File: config.mk
export PLATFORM = sky130hd
export DESIGN_NAME = bsos_ctrl
export DESIGN_NICKNAME = d
export VERILOG_FILES = /design/src/design/bsos_pkg.sv /design/src/design/bsos_ctrl.sv
export VERILOG_INCLUDE_DIRS = /design/src /design/src/design
export SDC_FILE = /design/constraint.sdc
export NUM_CORES = 1
export LEC_CHECK = 0
export CELL_PAD_IN_SITES_DETAIL_PLACEMENT = 1
export CELL_PAD_IN_SITES_GLOBAL_PLACEMENT = 1
export CORE_AREA = 2 2 39 41
export DETAILED_ROUTE_END_ITERATION = 6
export DIE_AREA = 0 0 41 43
export DONT_BUFFER_PORTS = 1
export PLACE_DENSITY_LB_ADDON = 0.1
export REMOVE_ABC_BUFFERS = 1
export SYNTH_ARGS = -nofsm -noshare
export SYNTH_HDL_FRONTEND = slang
export SYNTH_SLANG_ARGS = --single-unit
File: constraint.sdc
create_clock -name clk -period 1.3 [get_ports clk]
set_clock_uncertainty 0.05 [all_clocks]
set_input_delay 0.325 -clock clk [delete_from_list [all_inputs] [get_ports clk]]
set_output_delay 0.325 -clock clk [all_outputs]
set_load 0.02 [all_outputs]
File: src/design/bitmap_set_with_ordered_scan_defines.svh
// Assertion macros shared by the bitmap set design files
`ifndef BITMAP_SET_WITH_ORDERED_SCAN_DEFINES_SVH
`define BITMAP_SET_WITH_ORDERED_SCAN_DEFINES_SVH
`ifndef SYNTHESIS
`define BSOS_ASSERT_ALWAYS(lbl, expr) \
	lbl: assert property (@(posedge clk) disable iff (!arst_n) (expr)) \
		else $error("invariant violated");
`define BSOS_ASSERT_IMPL(lbl, ante, cons) \
	lbl: assert property (@(posedge clk) disable iff (!arst_n) (ante) |-> (cons)) \
		else $error("implication violated");
`else
`define BSOS_ASSERT_ALWAYS(lbl, expr)
`define BSOS_ASSERT_IMPL(lbl, ante, cons)
`endif
`endif

File: src/design/bsos_pkg.sv
// Shared request codes, command/status structs and a helper for the bitmap set
`default_nettype none
package bsos_pkg;
	localparam logic [1:0] REQ_INSERT = 2'd0;
	localparam logic [1:0] REQ_FETCH  = 2'd1;
	localparam logic [1:0] REQ_CLEAR  = 2'd2;

	typedef struct packed {
		logic capture;
		logic clr_init;
		logic clr_step;
		logic rd_ins;
		logic wr_ins;
		logic rd_pos;
		logic ev_pos;
		logic rd_sum;
		logic ev_sum;
		logic ev_word;
		logic set_none;
		logic out_load;
	} bsos_cmd_t;

	typedef struct packed {
		logic [1:0] req;
		logic       val_ok;
		logic       pos_end;
		logic       pos_hit;
		logic       pos_lastw;
		logic       sum_hit;
		logic       sum_last;
		logic       clr_last;
		logic       out_free;
	} bsos_sts_t;

	// index of lowest set bit, zero for an empty word
	function automatic logic [5:0] lowest_set(input logic [63:0] w);
		logic [5:0] r;
		r = '0;
		for (int i = 63; i >= 0; i--) begin
			if (w[i]) r = 6'(i);
		end
		return r;
	endfunction
endpackage
`default_nettype wire

File: src/design/bsos_ctrl.sv
// Controller: sequences insert, fetch and clear over the datapath
`default_nettype none
`include "bitmap_set_with_ordered_scan_defines.svh"
module bsos_ctrl (
	input  logic                 clk,
	input  logic                 arst_n,
	input  logic                 req_valid,
	output logic                 req_ready,
	input  bsos_pkg::bsos_sts_t  sts,
	output bsos_pkg::bsos_cmd_t  cmd
);
	localparam logic [3:0] ST_CLR_RST = 4'd0;
	localparam logic [3:0] ST_IDLE    = 4'd1;
	localparam logic [3:0] ST_DISP    = 4'd2;
	localparam logic [3:0] ST_INS_WR  = 4'd3;
	localparam logic [3:0] ST_POS_EV  = 4'd4;
	localparam logic [3:0] ST_SUM_RD  = 4'd5;
	localparam logic [3:0] ST_SUM_EV  = 4'd6;
	localparam logic [3:0] ST_WORD_EV = 4'd7;
	localparam logic [3:0] ST_CLR_REQ = 4'd8;
	localparam logic [3:0] ST_DONE    = 4'd9;

	logic [3:0] state_q, state_d;

	assign req_ready = state_q == ST_IDLE;

	always_comb begin
		state_d = state_q;
		cmd     = '0;
		case (state_q)
			ST_CLR_RST: begin
				cmd.clr_step = 1'b1;
				if (sts.clr_last) state_d = ST_IDLE;
			end
			ST_IDLE: begin
				if (req_valid) begin
					cmd.capture = 1'b1;
					state_d     = ST_DISP;
				end
			end
			ST_DISP: begin
				case (sts.req)
					bsos_pkg::REQ_INSERT: begin
						if (sts.val_ok) begin
							cmd.rd_ins = 1'b1;
							state_d    = ST_INS_WR;
						end else begin
							state_d = ST_DONE;
						end
					end
					bsos_pkg::REQ_FETCH: begin
						if (sts.pos_end) begin
							cmd.set_none = 1'b1;
							state_d      = ST_DONE;
						end else begin
							cmd.rd_pos = 1'b1;
							state_d    = ST_POS_EV;
						end
					end
					bsos_pkg::REQ_CLEAR: begin
						cmd.clr_init = 1'b1;
						state_d      = ST_CLR_REQ;
					end
					default: state_d = ST_DONE;
				endcase
			end
			ST_INS_WR: begin
				cmd.wr_ins = 1'b1;
				state_d    = ST_DONE;
			end
			ST_POS_EV: begin
				cmd.ev_pos = 1'b1;
				if (sts.pos_hit || sts.pos_lastw) state_d = ST_DONE;
				else state_d = ST_SUM_RD;
			end
			ST_SUM_RD: begin
				cmd.rd_sum = 1'b1;
				state_d    = ST_SUM_EV;
			end
			ST_SUM_EV: begin
				cmd.ev_sum = 1'b1;
				if (sts.sum_hit) state_d = ST_WORD_EV;
				else if (sts.sum_last) state_d = ST_DONE;
				else state_d = ST_SUM_RD;
			end
			ST_WORD_EV: begin
				cmd.ev_word = 1'b1;
				state_d     = ST_DONE;
			end
			ST_CLR_REQ: begin
				cmd.clr_step = 1'b1;
				if (sts.clr_last) state_d = ST_DONE;
			end
			ST_DONE: begin
				if (sts.out_free) begin
					cmd.out_load = 1'b1;
					state_d      = ST_IDLE;
				end
			end
			default: state_d = ST_IDLE;
		endcase
	end

	always_ff @(posedge clk or negedge arst_n) begin
		if (!arst_n) state_q <= ST_CLR_RST;
		else state_q <= state_d;
	end

	`BSOS_ASSERT_ALWAYS(a_cmd_exclusive, $onehot0(cmd))
	`BSOS_ASSERT_IMPL(a_load_free, cmd.out_load, sts.out_free)
endmodule
`default_nettype wire

==> results of run 1 <==
-- repair_timing --
item                                   CTS  global route
gates resized for setup                 30            26
hold buffers                             1             0
pin swaps                                3             5
buffers inserted                        10             4
endpoints found under the hold margin    4             0
setup endpoints to repair               16            16
-- power groups by stage --
stage / registers, µW / logic, µW / clock network [µW]
CTS: 200 / 1130 / 165
detailed placement: 198 / 762 / 0
global route: 209 / 1480 / 181
floorplan: 268 / 340 / 0
finish: 207 / 1410 / 168
global placement: 194 / 729 / 0
-- cell families after synthesis --
| logic type | count (synthesis) | share of synthesized area |
|---|---|---|
| mux | 1 | 0.0245 |
| flops | 4 | 0.245 |
| buf+inv | 5 | 0.0550 |
| simple gates | 34 | 0.428 |
| compound gates | 13 | 0.248 |
-- per-stage QoR --
| step | power (µW) | instance area, µm² | instances |
|---|---|---|---|
| after floorplan | 608 | 390 | 53 |
| after global placement | 923 | 598 | 94 |
| after detailed placement | 961 | 598 | 94 |
| after CTS | 1500 | 817 | 106 |
| after global routing | 1870 | 962 | 109 |
| final | 1790 | 962 | 109 |
-- cell usage after synthesis, types with 2 or more instances --
library cell and count:
buf_2 3, nor2_1 10, dfrtp_1 4, nor3_1 7, nand2_1 5, a211o_1 2, nand2b_1 7
-- layer usage --
layer,part of all wire,vias to the layer above
met5,0,-
li1,-,285
met3,0.040,3
met1,0.40,306
met4,0.0058,0
met2,0.56,28
-- worst paths after layout --
kind | cells after the start | to | slack (ns) | from
min in group asynchronous | 1 | state_q[2] | 0.34 | arst_n
max in group asynchronous | 1 | state_q[1] | 0.63 | arst_n
max | 4 | cmd[1] | -0.64 | state_q[0]
min | 2 | state_q[3] | 0.29 | sts[0]
max reg2reg | 5 | state_q[0] | -0.31 | state_q[1]
min reg2reg | 2 | state_q[1] | 0.61 | state_q[3]
-- worst max-delay path: stages, from the launching register on --
cell and delay [ns]:
dfrtp_1 0.40, nand2b_4 0.15, or4_4 0.46, nor2_2 0.16
buf_6 0.13
-- placed cells by master, fill, tap and decap left out, types with 2 or more instances in the layout --
master    synthesis  layout
nor2_1           10       5
nand2b_1          7       4
nand2_1           5       3
nor2_2            0       2
a211o_1           2       2
nor3_4            0       3
dfrtp_1           4       4
clkbuf_4          0       3
nand2b_4          0       3
buf_4             0      25
buf_6             0       9
nor2_4            0       3
nor3_2            0       3
buf_8             0       2
-- cell type report --
type / instances / area share
multi-input combinational: 48 / 0.498
timing repair buffer: 37 / 0.342
sequential: 4 / 0.104
clock buffer: 3 / 0.0234
tap: 16 / 0.0208
inverter: 1 / 0.0117
==> impl_summary.log, run 1 <==
[metrics] Port Buf Inserts: 0
[metrics] net count of the finished layout: between 100 and 150
[metrics] category of the most critical setup path: reg2out
[metrics] total via count after detailed routing: 622
[metrics] share of the core filled with cells: 0.695
[metrics] number of fillers in the final layout: 155
[metrics] Most flops, register: state_q
[metrics] Critical Path Start Type: flip-flop
[metrics] H-tree levels: 1
[metrics] TritonCTS clock tree: built
[metrics] Final min period: 1.94 ns
[metrics] floorplan die area: between 1500 and 2000 µm²
[metrics] count of final max-slew check failures: 0
[metrics] share of layout cells above drive strength 1: 0.710
[metrics] Post-Route WL: approximately 2400 µm
[metrics] fmax: 517 MHz
[metrics] post-placement worst setup slack: -0.337 ns
[metrics] Detailed Place HPWL: between 1000 and 1500 µm
[metrics] total congestion overflow after global routing: 0
[metrics] starting density of the core: 0.296
[metrics] final hold vios: 0
[metrics] proportion of power drawn by flip-flops and latches: 0.116
[metrics] distinct cell type count after synthesis: 26
[metrics] maximum resistive drop on vdd: 0.740 mV
[metrics] Die Height: 43 µm
[metrics] Seq/Total Area, Yosys: 0.245
[metrics] register bit total from synthesis: 4
[metrics] count of boundary I/O pins: 26
[metrics] biggest regs: state_q: 4 flops
[metrics] FP Rows: 14
[metrics] path category of the worst min-delay check: in2reg
[metrics] Mapped Avg Cell Area: 7.18 µm²
[metrics] worst-margin pin slew: 0.326 ns
[metrics] CTS sink cnt: 4
[metrics] run status: finished, violations left
[metrics] part of the total power dissipated in combinational logic: 0.790
[metrics] sum of negative setup slack: -6.67 ns
[metrics] number of enable flip-flop cells after synthesis: 0
[metrics] power per standard cell area: ~1900 nW/µm²
[metrics] worst slew margin relative to its limit: 0.780
[metrics] cell count after synthesis: 57
[metrics] most congested layer reported by global routing: met2
[metrics] data arrival time at the worst-slack endpoint: 1.56 ns
[metrics] met3 usage in global routing: 0.0524
[metrics] largest net degree at the start of global routing: 15
[metrics] clock insertion delay at the later pin of the skew report: 0.25 ns
[metrics] number of violations reported at the end of detailed-routing iteration 0: 7
[metrics] initial antenna violation count: 0
[metrics] count of final setup violators: 17
[metrics] proportion of power drawn by the clock network: 0.094
[metrics] wire length of the first global-routing pass: 2770 µm
[metrics] Die X-Extent: just over 40 µm
[metrics] most frequently used flop master after synthesis: dfrtp_1
[metrics] mapped cell area: 409 µm²
[metrics] sequential standard cell area: 100 µm²
[metrics] iteration count of the initial detailed-routing pass: 4
[metrics] remaining antenna violation count: 0
[metrics] number of buffers inserted during clock tree synthesis: 3
[metrics] GR Util All Layers: 0.233
[metrics] area occupied by multi-input gates: 479 µm²
[metrics] CTS Root Buffer Type: clkbuf_4
[metrics] flip-flop count of the largest register, all copies and words added: 4
[metrics] ranking of synthesized cells by area: dfrtp_1, nand2b_1, nor2_1
[metrics] Syn-to-layout area delta: 135%
[metrics] CP endpoint kind: output port
[metrics] setup repair after global routing missed its margin: true
[metrics] vias in the first global route: 650
[metrics] switching share of total power: 0.467
[metrics] grt met2 use: 0.394
[metrics] Yosys top cell by area: dfrtp_1
[metrics] net switching power: 836 µW
[metrics] async set-reset flop share out of synthesis: 1.00
[metrics] final-layout worst hold slack: ~0.29 ns
[metrics] cell internal pwr: 953 µW
[metrics] violated checks: setup timing
[metrics] worst-case setup margin in the final layout: -0.636 ns
[metrics] buffer depth of the longest clock path: 2
[metrics] RePlAce Congestion: 0.849
[metrics] Yosys top cell area share: 0.245
[metrics] fraction of the cycle the final worst path needs: 1.49
[metrics] static power due to leakage: 0.000410 µW
[metrics] largest driver fanout on the critical path: 4
[metrics] average wire per standard cell: 22.1 µm
[metrics] max-cap violations: 0
[metrics] drt via density: 5.71
[metrics] Reg clk slew, reported paths: 0.05 ns
[metrics] Antenna diodes: 0
[metrics] DRC violation count after routing: 0
[metrics] required time of the worst setup path: 0.93 ns
[metrics] synth warn: 0
[metrics] core box area: ~1400 µm²
[metrics] global-route met1 utilization: 0.282
Power figures use the tool's default switching activity.
==> inputs of run 2 (changes only) <==
BUFFER_PORTS_ARGS = -buffer_cell sky130_fd_sc_hd__buf_4   (was unset)
CORE_AREA = 2 2 46 48   (was 2 2 39 41)
DIE_AREA = 0 0 48 50   (was 0 0 41 43)
DONT_BUFFER_PORTS = unset   (was 1)
==> run 2 against run 1 <==
  * The flow still finishes with violations (setup timing)
  * Global-route usage shrank 7.5 points
  * Worst hold slack gained 0.072 ns
  * Final area grew 6.0%
  * Die area grew 36%
  * Register-to-register slack gained 0.10 ns
  * Clock-buffer cell count is the same
  * Routed wire length shrank 26%
  * Critical path depth shrank 1
  * Worst setup slack gained 0.022 ns
  * Via count grew 1.1%
  * Combinational power shrank 11%
==> impl_summary.log, run 2 (synthesis results as in run 1) <==
[metrics] Critical Path Start Type: flip-flop
[metrics] Final min period: roughly 1.9 ns
[metrics] flip-flop count of the largest register, all copies and words added: 4
[metrics] iteration count of the initial detailed-routing pass: 4
[metrics] power per standard cell area: between 1500 and 2000 nW/µm²
[metrics] Critical-path top delay cell: or4_4
[metrics] register-to-register setup slack: -0.21 ns
[metrics] data arrival time at the worst-slack endpoint: 1.54 ns
[metrics] clock insertion delay at the later pin of the skew report: 0.24 ns
[metrics] Antenna diodes: 0
[metrics] Die Height: 50 µm
[metrics] maximum resistive drop on vdd: 0.647 mV
[metrics] number of placed cells counting well taps: 120
[metrics] required time of the worst setup path: between 0.9 and 1 ns
[metrics] biggest regs: state_q: 4 flops
[metrics] Port Buf Inserts: 25
[metrics] most used cells in the layout excluding fill and tap cells: buf_4, buf_6, nand2b_1, nor2_1, nor3_2
[metrics] average wire per standard cell: 13.8 µm
[metrics] DRC violation count after routing: 0
[metrics] path category of the worst min-delay check: in2reg
[metrics] final hold vios: 0
[metrics] category of the most critical setup path: reg2out
[metrics] count of final max-slew check failures: 0
[metrics] CTS sink cnt: 4
[metrics] remaining antenna violation count: 0
[metrics] max-cap violations: 0
[metrics] setup repair after global routing missed its margin: true
[metrics] count of final setup violators: 16
[metrics] wire length of the first global-routing pass: between 2000 and 3000 µm
[metrics] maximum single-stage delay on the critical path: around 0.60 ns
[metrics] net count of the finished layout: 118
[metrics] FP Rows: 16
[metrics] violated checks: setup timing
[metrics] Most flops, register: state_q
[metrics] initial antenna violation count: 0
[metrics] core box area: 1900 µm²
[metrics] Post-Route WL: 1790 µm
[metrics] H-tree levels: 1
[metrics] worst slew margin relative to its limit: 0.795
[metrics] total placed instance area: about 720 µm²
[metrics] Layout Cell Area excl Fill: 1020 µm²
[metrics] Die X-Extent: 48 µm
[metrics] total design power: 1630 µW
[metrics] total via count after detailed routing: 629
[metrics] Cell Chain, Critical Path: or4_4 > nor2_2 > buf_4
[metrics] fmax: 523 MHz
[metrics] GR Util All Layers: 0.158
[metrics] starting density of the core: 0.215
[metrics] share of layout cells above drive strength 1: 0.718
[metrics] buffer depth of the longest clock path: 2
[metrics] total congestion overflow after global routing: 0
[metrics] Reg clk slew, reported paths: 0.04 ns
[metrics] fraction of the cycle the final worst path needs: 1.47
[metrics] largest net degree at the start of global routing: 15
[metrics] number of buffers inserted during clock tree synthesis: 3
[metrics] vias in the first global route: between 600 and 700
[metrics] number of violations reported at the end of detailed-routing iteration 0: 5
[metrics] drt via density: 4.84
[metrics] CTS Root Buffer Type: clkbuf_4
[metrics] worst-margin pin slew: 0.305 ns
[metrics] final cell count without fillers: 130
[metrics] static power due to leakage: approximately 0.00044 µW
[metrics] largest driver fanout on the critical path: 4
[metrics] TritonCTS clock tree: built
[metrics] worst-case setup margin in the final layout: -0.614 ns
[metrics] sum of negative setup slack: -5.77 ns
[metrics] Detailed Place HPWL: ~1100 µm
[metrics] most frequent standard cell in the layout excluding fill and tap cells: buf_4
[metrics] floorplan die area: 2400 µm²
[metrics] RePlAce Congestion: 0.720
[metrics] final-layout worst hold slack: 0.358 ns
[metrics] CP endpoint kind: output port
[metrics] run status: finished, violations left
[metrics] count of boundary I/O pins: 26
[metrics] Syn-to-layout area delta: 149%
[run 2: cell types whose count changed in the layout (fill, tap and decap cells not counted), moves of 2 or more]
cell      previous run  this run
buf_12               0         2
nor3_2               3         5
nand2b_4             3         1
buf_4               25        36
nand2b_1             4         6
nor3_4               3         1
buf_6                9         7
[run 2: power breakdown]
group	internal [µW]	total (µW)	switching, µW	leakage, µW
Combinational	645	1260	615	0.000380
Clock	104	158	54.9	0.0000138
Sequential	169	211	41.5	0.0000492
[run 2: area by class of cell]
class / instances / area, µm²
fill: 225 / 882
multi-input combinational: 48 / 432
timing repair buffer: 47 / 414
sequential: 4 / 101
tap: 27 / 33.8
clock buffer: 3 / 22.5
inverter: 1 / 16.3
[run 2: path summary, 6_finish.rpt]
| path | start | to | depth (start not counted) |
|---|---|---|---|
| min in group asynchronous | arst_n | state_q[3] | 2 |
| worst min register to register | state_q[3] | state_q[1] | 3 |
| worst min-delay path | sts[0] | state_q[3] | 3 |
| worst max-delay path | state_q[3] | cmd[6] | 3 |
| max in group asynchronous | arst_n | state_q[1] | 2 |
| worst max register to register | state_q[3] | state_q[0] | 5 |
[run 2: stage by stage]
step | setup slack [ns] | util
3_3_place_gp | -0.281 | 0.381
3_5_place_dp | -0.307 | 0.381
6_report | -0.614 | 0.536
2_1_floorplan | -0.614 | -
5_1_grt | -0.646 | 0.536
4_1_cts | -0.541 | 0.483
[run 2: worst max-delay path, delay by kind of cell, from the launching register on]
kind / cells / cell delay, ns
DFF: 1 / 0.39
buffers and inverters: 1 / 0.15
and+or+nand+nor: 2 / 0.76
[run 2: layer usage]
| metal | GRT usage | part of all wire |
|---|---|---|
| met4 | 0.0631 | 0.0067 |
| met3 | 0.0256 | 0.021 |
| met5 | 0 | 0 |
| met2 | 0.264 | 0.57 |
| met1 | 0.190 | 0.40 |
[run 2: what timing repair did]
action	4_1_cts	5_1_grt
hold buffers	1	0
gates resized for setup	27	28
buffers inserted	6	3
pin swaps	5	4
endpoints found under the hold margin	4	0
endpoints found under the setup margin	15	17
==> inputs of run 3 (changes only) <==
ABC_CLOCK_PERIOD_IN_PS = 1300   (was unset)
CELL_PAD_IN_SITES_DETAIL_PLACEMENT = unset   (was 1)
CELL_PAD_IN_SITES_GLOBAL_PLACEMENT = unset   (was 1)
CORE_AREA = 2 2 39 41   (was 2 2 46 48)
DIE_AREA = 0 0 41 43   (was 0 0 48 50)
PLACE_DENSITY_LB_ADDON = unset   (was 0.1)
==> run 3 against run 2 <==
  * The run still ends with setup timing left
  * Worst setup slack gained 0.076 ns
  * Global-route usage grew 5.9 points
  * Clock power grew 4%
  * First-iteration DRC count grew 20%
  * Combinational power grew 33%
  * Clock-buffer cell count is the same
  * Routed wire length grew 14%
  * Sequential cell count is the same
  * Critical path depth grew 1
  * Sequential share of layout area shrank 1.1 points
  * Largest cell class is now non-clock buffers
  * Largest power group unchanged
==> impl_summary.log, run 3 (synthesis results as in run 1) <==
[metrics] largest net degree at the start of global routing: 15
[metrics] average wire per standard cell: ~16 µm
[metrics] FP Rows: 14
[metrics] core box area: ~1400 µm²
[metrics] total congestion overflow after global routing: 0
[metrics] drt via density: approximately 5.4
[metrics] Antenna diodes: 0
[metrics] worst slew margin relative to its limit: 0.777
[metrics] floorplan die area: 1760 µm²
[metrics] most frequent standard cell in the layout excluding fill and tap cells: buf_4
[metrics] count of final max-slew check failures: 0
[metrics] count of boundary I/O pins: 26
[metrics] power per standard cell area: between 1500 and 2000 nW/µm²
[metrics] maximum resistive drop on vdd: 0.861 mV
[metrics] initial antenna violation count: 0
[metrics] required time of the worst setup path: about 0.93 ns
[metrics] worst-case setup margin in the final layout: -0.538 ns
[metrics] number of placed cells counting well taps: 107
[metrics] Post-Route WL: about 2000 µm
[metrics] share of layout cells above drive strength 1: 0.745
[metrics] clock insertion delay at the later pin of the skew report: 0.24 ns
[metrics] TritonCTS clock tree: built
[metrics] Most flops, register: state_q
[metrics] Port Buf Inserts: 25
[metrics] CTS sink cnt: 4
[metrics] sequential standard cell area: 100 µm²
[metrics] violated checks: setup timing
[metrics] setup repair after global routing missed its margin: true
[metrics] fmax: 544 MHz
[metrics] most congested layer reported by global routing: met2
[metrics] iteration count of the initial detailed-routing pass: 4
[metrics] DRC violation count after routing: 0
[metrics] final hold vios: 0
[metrics] number of fillers in the final layout: 79
[metrics] largest driver fanout on the critical path: 4
[metrics] wire length of the first global-routing pass: 2610 µm
[metrics] path category of the worst min-delay check: in2async
[metrics] buffer depth of the longest clock path: 2
[metrics] total via count after detailed routing: around 680
[metrics] biggest regs: state_q: 4 flops
[metrics] global-route met1 utilization: 0.240
[metrics] remaining antenna violation count: 0
[metrics] vias in the first global route: 638
[metrics] count of final setup violators: 17
[metrics] Syn-to-layout area delta: 178%
[metrics] RePlAce Congestion: 0.747
[metrics] CP endpoint kind: output port
[metrics] met3 usage in global routing: 0.0366
[metrics] Die Height: 43 µm
[metrics] GR Util All Layers: 0.217
[metrics] static power due to leakage: about 0.00051 µW
[metrics] run status: finished, violations left
[metrics] starting density of the core: 0.296
[metrics] Final min period: 1.84 ns
[metrics] area occupied by multi-input gates: 480 µm²
[metrics] fraction of the cycle the final worst path needs: 1.41
[metrics] category of the most critical setup path: reg2out
[metrics] number of buffers inserted during clock tree synthesis: 3
[metrics] data arrival time at the worst-slack endpoint: around 1.5 ns
[metrics] Die X-Extent: 41 µm
[metrics] net count of the finished layout: about 130
[metrics] worst-margin pin slew: 0.330 ns
[metrics] Critical Path Start Type: flip-flop
[metrics] total design power: 2040 µW
[metrics] most used cells in the layout excluding fill and tap cells: buf_4, buf_6, nand2b_1, nor2_1, dfrtp_1
[metrics] flip-flop count of the largest register, all copies and words added: 4
[metrics] grt met2 use: 0.397
[metrics] number of violations reported at the end of detailed-routing iteration 0: 6
[metrics] max-cap violations: 0
[metrics] H-tree levels: 1
[metrics] Detailed Place HPWL: roughly 990 µm
[metrics] CTS Root Buffer Type: clkbuf_4
[metrics] Reg clk slew, reported paths: 0.05 ns
[metrics] final cell count without fillers: 126
## run 3: layer usage
metal / vias to the layer above / share of wire / routed length, µm
met5: - / 0 / 0
li1: 317 / - / -
met2: 17 / 0.54 / 1110
met4: 0 / 0.032 / 65
met1: 333 / 0.39 / 796
met3: 8 / 0.034 / 69
## run 3: worst paths after layout
check	startpoint	to	slack, ns	cells after the start
worst min-delay path	arst_n	state_q[3]	0.38	2
worst min register to register	state_q[3]	state_q[2]	0.64	2
min in group clk	sts[0]	state_q[3]	0.38	3
worst max-delay path	state_q[0]	cmd[8]	-0.54	4
max in group asynchronous	arst_n	state_q[0]	0.71	2
worst max register to register	state_q[3]	state_q[0]	-0.47	7
## run 3: per-stage QoR
stage           util  TNS (ns)  area [µm²]  hold WS (ns)  setup slack [ns]
6_report       0.821     -6.52        1140         0.379            -0.538
4_1_cts        0.683     -5.76         945         0.336            -0.536
3_3_place_gp   0.503     -2.06         696        0.0723            -0.271
3_5_place_dp   0.503     -2.31         696        0.0743            -0.298
2_1_floorplan      -     -4.22         390       -0.0206            -0.614
5_1_grt        0.821     -7.18        1140         0.380            -0.589
## run 3: report_power, final
group	switching, µW	total, µW	leakage [µW]	internal [µW]
Combinational	799	1670	0.000442	874
Clock	60.5	164	0.0000138	104
Sequential	38.8	205	0.0000505	166
Total	899	2040	0.000506	1140
## run 3: area by class of cell
type	instances	area share
inverters	1	0.00991
repair buffers	54	0.442
well taps	16	0.0176
flip-flops and latches	4	0.0881
multi-input cells	48	0.423
clock buffers	3	0.0198
## run 3: critical path: stages, from the launching register on
cell	delay (ns)
dfrtp_1	0.38
nand2b_4	0.15
or4_4	0.47
nor2_2	0.12
buf_6	0.12
## run 3: timing repair
action,4_1_cts,5_1_grt
gates resized for setup,36,29
buffers inserted,8,7
hold buffers,1,0
pin swaps,10,7
hold endpoints to repair,4,0
setup endpoints to repair,15,17
